==> config.mk <==
export PLATFORM = sky130hd
export DESIGN_NAME = cot_dist
export DESIGN_NICKNAME = d
export VERILOG_FILES = /design/src/design/cot_pkg.sv /design/src/design/cot_dist.sv
export SDC_FILE = /design/constraint.sdc
export NUM_CORES = 2
export LEC_CHECK = 0
export ABC_AREA = 1
export BUFFER_PORTS_ARGS = -buffer_cell sky130_fd_sc_hd__buf_2
export CAP_MARGIN = 5
export CORE_MARGIN = 2
export CORE_UTILIZATION = 65
export CTS_CLUSTER_DIAMETER = 120
export CTS_CLUSTER_SIZE = 40
export DETAILED_ROUTE_END_ITERATION = 8
export PLACE_DENSITY = 0.86
export SLEW_MARGIN = 20
export SYNTH_ARGS = -nofsm -noshare
export SYNTH_HDL_FRONTEND = slang
export SYNTH_SLANG_ARGS = --single-unit
==> constraint.sdc <==
create_clock -name clk -period 10 [get_ports clk]
set_input_delay 2 -clock clk [delete_from_list [all_inputs] [get_ports clk]]
set_output_delay 2 -clock clk [all_outputs]
set_load 0.01 [all_outputs]
==> src/design/cot_pkg.sv <==
// ----------------------------------------------------------------------------
// cot_pkg
// Shared types and constants of the centroid object tracker.
// ----------------------------------------------------------------------------
package cot_pkg;

    localparam int MAX_OBJECTS_DEF = 32;
    localparam logic [9:0] MAX_AGE_RST = 10'd10;

    localparam logic signed [17:0] POS_MIN = -18'sd16384;
    localparam logic signed [17:0] POS_MAX = 18'sd16383;

    localparam logic KIND_DET = 1'b0;
    localparam logic KIND_EOF = 1'b1;

    localparam logic RK_DET    = 1'b0;
    localparam logic RK_REPORT = 1'b1;

    typedef enum logic [1:0] {
        ST_NEW   = 2'd0,
        ST_MATCH = 2'd1,
        ST_DROP  = 2'd2
    } status_t;

    // one table entry as stored in memory
    typedef struct packed {
        logic [14:0] pos_x;
        logic [14:0] pos_y;
        logic [11:0] width;
        logic [11:0] height;
        logic [31:0] last_seen;
        logic [17:0] motion_x;
        logic [17:0] motion_y;
        logic [31:0] ident;
    } entry_t;

    // candidate entry going into the distance pipeline
    typedef struct packed {
        logic        vld;
        logic [14:0] pos_x;
        logic [14:0] pos_y;
        logic [11:0] width;
        logic [11:0] height;
        logic [31:0] ident;
        logic [31:0] age;
    } dist_in_t;

    // candidate leaving the distance pipeline
    typedef struct packed {
        logic        vld;
        logic [17:0] ddx;
        logic [17:0] ddy;
        logic [31:0] ident;
        logic [31:0] age;
        logic [32:0] dsq;
        logic [23:0] thr;
    } dist_out_t;

endpackage

==> src/design/cot_dist.sv <==
// ----------------------------------------------------------------------------
// cot_dist
// Two-stage centre distance pipeline: differences, then squares.
// ----------------------------------------------------------------------------
module cot_dist
    import cot_pkg::*;
#(
    parameter int IW = 5
)
(
    input  logic            clk,
    input  logic            rst_n,
    input  dist_in_t        ent,
    input  logic [IW-1:0]   ent_idx,
    input  logic [11:0]     det_x,
    input  logic [11:0]     det_y,
    input  logic [11:0]     det_width,
    input  logic [11:0]     det_height,
    output dist_out_t       res,
    output logic [IW-1:0]   res_idx
);

    logic [17:0] cdx, cdy, cex, cey, ddx, ddy;
    logic [13:0] size_sum;

    logic              a_vld_reg;
    logic [17:0]       a_ddx_reg, a_ddy_reg;
    logic [10:0]       a_t_reg;
    logic [31:0]       a_ident_reg, a_age_reg;
    logic [IW-1:0]     a_idx_reg;

    logic signed [35:0] sqx, sqy;
    logic [21:0]        tt;

    logic              b_vld_reg;
    logic [17:0]       b_ddx_reg, b_ddy_reg;
    logic [31:0]       b_ident_reg, b_age_reg;
    logic [32:0]       b_dist_reg;
    logic [23:0]       b_thr_reg;
    logic [IW-1:0]     b_idx_reg;

    // centres in half-pixel units
    always_comb
    begin
        cdx = {5'b0, det_x, 1'b0} + {6'b0, det_width};
        cdy = {5'b0, det_y, 1'b0} + {6'b0, det_height};
        cex = {{2{ent.pos_x[14]}}, ent.pos_x, 1'b0} + {6'b0, ent.width};
        cey = {{2{ent.pos_y[14]}}, ent.pos_y, 1'b0} + {6'b0, ent.height};
        ddx = cdx - cex;
        ddy = cdy - cey;
        size_sum = {2'b0, det_width} + {2'b0, det_height}
                 + {2'b0, ent.width} + {2'b0, ent.height};
    end

    always_comb
    begin
        sqx = $signed(a_ddx_reg) * $signed(a_ddx_reg);
        sqy = $signed(a_ddy_reg) * $signed(a_ddy_reg);
        tt  = a_t_reg * a_t_reg;
    end

    always_ff @(posedge clk or negedge rst_n)
    begin
        if (!rst_n)
        begin
            a_vld_reg <= 1'b0;
            b_vld_reg <= 1'b0;
        end
        else
        begin
            a_vld_reg <= ent.vld;
            b_vld_reg <= a_vld_reg;
        end
    end

    always_ff @(posedge clk)
    begin
        a_ddx_reg   <= ddx;
        a_ddy_reg   <= ddy;
        a_t_reg     <= size_sum[13:3];
        a_ident_reg <= ent.ident;
        a_age_reg   <= ent.age;
        a_idx_reg   <= ent_idx;
        b_ddx_reg   <= a_ddx_reg;
        b_ddy_reg   <= a_ddy_reg;
        b_ident_reg <= a_ident_reg;
        b_age_reg   <= a_age_reg;
        b_idx_reg   <= a_idx_reg;
        b_dist_reg  <= {1'b0, sqx[31:0]} + {1'b0, sqy[31:0]};
        b_thr_reg   <= {tt, 2'b00};
    end

    always_comb
    begin
        res.vld   = b_vld_reg;
        res.ddx   = b_ddx_reg;
        res.ddy   = b_ddy_reg;
        res.ident = b_ident_reg;
        res.age   = b_age_reg;
        res.dsq   = b_dist_reg;
        res.thr   = b_thr_reg;
        res_idx   = b_idx_reg;
    end

endmodule

### Word level (Yosys, flattened, before mapping)

Index checks and enable logic that the tools add are counted.

* bits in registers: 278
* input bits: 174
* output and inout bits: 163
* word-level logic and storage cells: 28

* $add $sub $neg: 10
* multipliers: 3

Operator list (number)
* multiplier 18 x 18 -> 32 bit: 2
* adder 13 x 12 -> 14 bit: 3
* subtractor 15 x 17 -> 18 bit: 2
* adder 16 x 13 -> 17 bit: 2
* adder 32 x 32 -> 33 bit: 1
* multiplier 11 x 11 -> 22 bit: 1
* adder 14 x 12 -> 14 bit: 1
* adder 12 x 12 -> 13 bit: 1

### Depth between registers and ports, before layout

* depth in word-level cells: 3
* depth in mapped cells: 37
* mapped depth without buffers: 35

### Worst setup path before layout

OpenSTA, ideal clock, no wires.

* kind: reg-to-reg
* start: reg a_ddx_reg[5]
* end: reg b_dist_reg[31]
* arrival time: 6403 ps
* slack: 3484 ps
* stages on the path, launching flop included: 31
* clock period less this slack: 6516 ps
* cells stage by stage: dfxtp_1 clkbuf_1 buf_1 nand2_1 fa_1 fa_1 fa_1 inv_1 fa_1 fa_1 inv_1 fa_1 inv_1 ha_1 a21oi_1 nand2_1 a21oi_1 nand2_2 nand2_1 nand2_1 xor2_1 ha_1 a21o_1 inv_1 o21ai_1 a21oi_1 inv_1 a21oi_1 nand2_1 nand2_1 nand2_1

* longest elaborated chain between the ends: 2

RTL lines
* start: declaration: RTL line cot_dist.sv:27 `logic [17:0] a_ddx_reg, a_ddy_reg;`
* start signal: assignment: RTL line cot_dist.sv:78 `a_ddx_reg <= ddx;`
* multiplier 18 x 18 -> 32 bit: RTL line cot_dist.sv:57 `sqx = $signed(a_ddx_reg) * $signed(a_ddx_reg);`
* adder 32 x 32 -> 33 bit: RTL line cot_dist.sv:89 `b_dist_reg <= {1'b0, sqx[31:0]} + {1'b0, sqy[31:0]};`
* end signal: assignment: RTL line cot_dist.sv:89
* end: declaration: RTL line cot_dist.sv:38 `logic [32:0] b_dist_reg;`

Every way passes these cells.

### Final worst setup path

* start: reg a_ddx_reg[17]
* end: reg b_dist_reg[31]

Same word-level chain as after synthesis.

==> impl_metrics.csv <==
group,metric,value,unit
run_status,status,"finished clean",
synth,netlist_area,36100,um^2
synth,synth_area_leaders,"fa_1, dfxtp_1, inv_1, ha_1, nand2_1",
clocking,htreeDepth,1,
timing,fin_crit,7.76,ns
timing,fmax,129,MHz
worst_hold_path,min_from,"a_ident_reg[18]$_DFF_P_",
floorplan,pin_count,337,
floorplan,rows,86,
critical_path,crit_arrival,8.18,ns
synth,avgSynthCellArea,8.35,um^2
timing,skew,0.0441,ns
timing,report.final.setup_viol,0,
synth,synthFlopType,"dfxtp_1",
job,maxCapViolations,0,
place,post_dp_cell_area,38400,um^2
finish,largest_reg_flops,33,
clocking,cts.sink_count,277,
clocking,clk_path_buf_depth,3,
clocking,post_cts_buffers,0,
worst_hold_path,hp-class,"flop to flop",
drt,drc,0,
clocking,hold_buffers,0,
drt,postRouteAntennaNets,0,
drt,wire_per_inst,16.6,um
critical_path,crit_required,10.42,ns
finish,finalNetCount,5754,
clocking,root_buffer,"clkbuf_16",
critical_path,start_kind,"flop",
clocking,clkLatencyLatePin,0.56,ns
grt,grt_overflow,0,
finish,final_cell_mix,"inv_1, nand2_1, fa_1",
synth,ys_seq_area_share,15.4,%
timing,fin_crit_sh,77.6,%
synth,yosys_warnings,0,
clocking,path_clk_slew,0.13,ns
timing,setup-tns-final,0,ns
timing,finalHoldViolCount,0,
floorplan,dieArea,57400,um^2
worst_hold_path,whs_endpoint,"b_ident_reg[18]$_DFF_P_",
finish,fin_util,70.8,%
timing,slew_headroom,29.1,%
place,portBuffers,333,
drt,drt_iter0_drc,1683,
finish,final_cell_area,39000,um^2
grt,grt_max_degree,42,
critical_path,r2r_slack,2.24,ns
timing,drv_slew,0,
clocking,cts_made_buffers,14,
floorplan,die_w,240,um
synth,syn_inst,4319,
critical_path,crit_fanout,23,
critical_path,r2r_start,"a_ddx_reg[17]$_DFF_P_",
place,dp_hpwl,75500,um
floorplan,die_y,240,um
grt,grt_pass1_wl,145000,um
grt,grt.total_usage,32.2,%
critical_path,reg2reg_depth,25,
critical_path,r2r_end,"b_dist_reg[31]$_DFF_P_",
grt,grt_antenna_before_repair,4,
floorplan,start_util,65.6,%
critical_path,critPathCaptureType,"flop",
timing,tightestPinTransition,1.06,ns
drt,routed_wl,88600,um
drt,firstDrtPassIters,8,
synth,synth_top_area_share,35.6,%
synth,synth_edf_count,0,
worst_hold_path,whs_path_depth,0,
synth,yosys.cell_types.count,48,
synth,synth_top_area_cell,"fa_1",
drt,vias_per_cell,5.23,
clocking,tritoncts,"yes",
place,gp_congestion,0.988,
critical_path,worstSetupPathType,"flop to flop",
timing,rsz0062_at_grt,"false",
grt,grt_pass1_vias,30000,
clocking,ctsResizeCount,0,
floorplan,core_area,55000,um^2
drt,num_vias,28000,
finish,final_common_cell,"inv_1",
synth,ys_seq_elements,277,
finish,drive_above_1_share,9.04,%
finish,syn_to_final_growth,8.04,%
synth,synthArstFlopShare,0.722,%
==> stage by stage <==
step	hold slack (ns)	instances	setup WS, ns
finish	0.335	5350	2.24
global route	0.334	5348	1.75
CTS	0.331	5348	2.34
detailed placement	0.312	5324	2.45
global placement	0.310	5324	2.47
floorplan	0.310	4321	3.48
==> cell type report <==
type / count / area (um^2)
Multi-Input combinational cell: 2706 / 25500
Fill cell: 4261 / 16000
Sequential cell: 277 / 5560
Inverter: 1247 / 4680
Timing Repair Buffer: 346 / 1760
Tap cell: 748 / 936
Clock buffer: 16 / 379
Clock inverter: 8 / 173
Antenna cell: 2 / 5.00
==> how the worst max path moves through the flow <==
stage	start	to	slack, ns	cells past startpoint
after floorplan	a_ddx_reg[5]$_DFF_P_	b_dist_reg[31]$_DFF_P_	3.48	30
after global placement	a_ddx_reg[0]$_DFF_P_	b_dist_reg[31]$_DFF_P_	2.47	26
after detailed placement	a_ddx_reg[0]$_DFF_P_	b_dist_reg[27]$_DFF_P_	2.45	25
after CTS	a_ddx_reg[17]$_DFF_P_	b_dist_reg[31]$_DFF_P_	2.34	25
after global routing	a_ddx_reg[0]$_DFF_P_	b_dist_reg[32]$_DFF_P_	1.75	27
final	a_ddx_reg[17]$_DFF_P_	b_dist_reg[31]$_DFF_P_	2.24	25
==> synth_stat cells (2+ instances only) <==
cell type  instances
o21ai_0           75
nor2_2             6
or2_2              7
o21bai_1          15
a21oi_1          171
nor2_1           178
and3_1             2
clkbuf_1          60
nor4_1             2
o21a_1             7
a21boi_0           2
a21o_1            22
a211oi_1           2
nor4_2             4
nand3_1          125
o21ai_2            2
xor2_1           126
nand3b_1           5
ha_1             347
nand2_2           10
inv_2              6
a31o_2             4
nand3_2            2
buf_1             21
fa_1             641
o21ai_1            8
buf_4              5
nor3_1            23
a31oi_1            5
nor2_4             2
dfrtp_1            2
xnor2_1           37
nand2b_1           2
dfxtp_1          275
o31ai_1            2
inv_1           1241
a21boi_1           3
buf_2              5
nand4_1           27
nand2_1          832
==> critical path, stage by stage (launching register included) <==
cell      delay, ns
dfxtp_1        0.92
inv_1          0.52
or2_2          0.44
fa_1           0.48
inv_1          0.06
fa_1           0.51
fa_1           0.44
fa_1           0.42
fa_1           0.51
inv_1          0.05
fa_1           0.48
inv_1          0.04
ha_1           0.34
a21oi_1        0.17
a21boi_0       0.26
a21boi_0       0.29
nand3_1        0.14
xor2_1         0.18
ha_1           0.38
nand2_1        0.12
nor2_1         0.15
inv_1          0.09
nor4_1         0.31
a21oi_1        0.16
nand3_1        0.10
nand2_1        0.05
==> kinds of logic (layout without fill, tap and decap cells) <==
group,count (synthesis),after routing,share of synthesized area [%]
flops,277,277,15.4
other cells,1,5,0.0104
compound gates,323,323,5.02
simple gates,1229,1229,14.0
fa+ha+maj,988,988,47.6
buf+inv,1338,1617,14.0
xor+xnor,163,163,3.96
==> routing by layer <==
layer / vias to the layer above / part of all wire, % / GRT usage, % / wire [um]
met5: - / 0.010 / 0 / 9
met4: 2 / 4.6 / 13.3 / 4040
met3: 233 / 7.9 / 5.76 / 7030
met2: 1097 / 50 / 57.4 / 44100
met1: 13500 / 38 / 38.2 / 33400
li1: 13200 / - / - / -
Power is not shown: default switching activity piles up to over one toggle a cycle in this logic, so the estimate is an artifact.
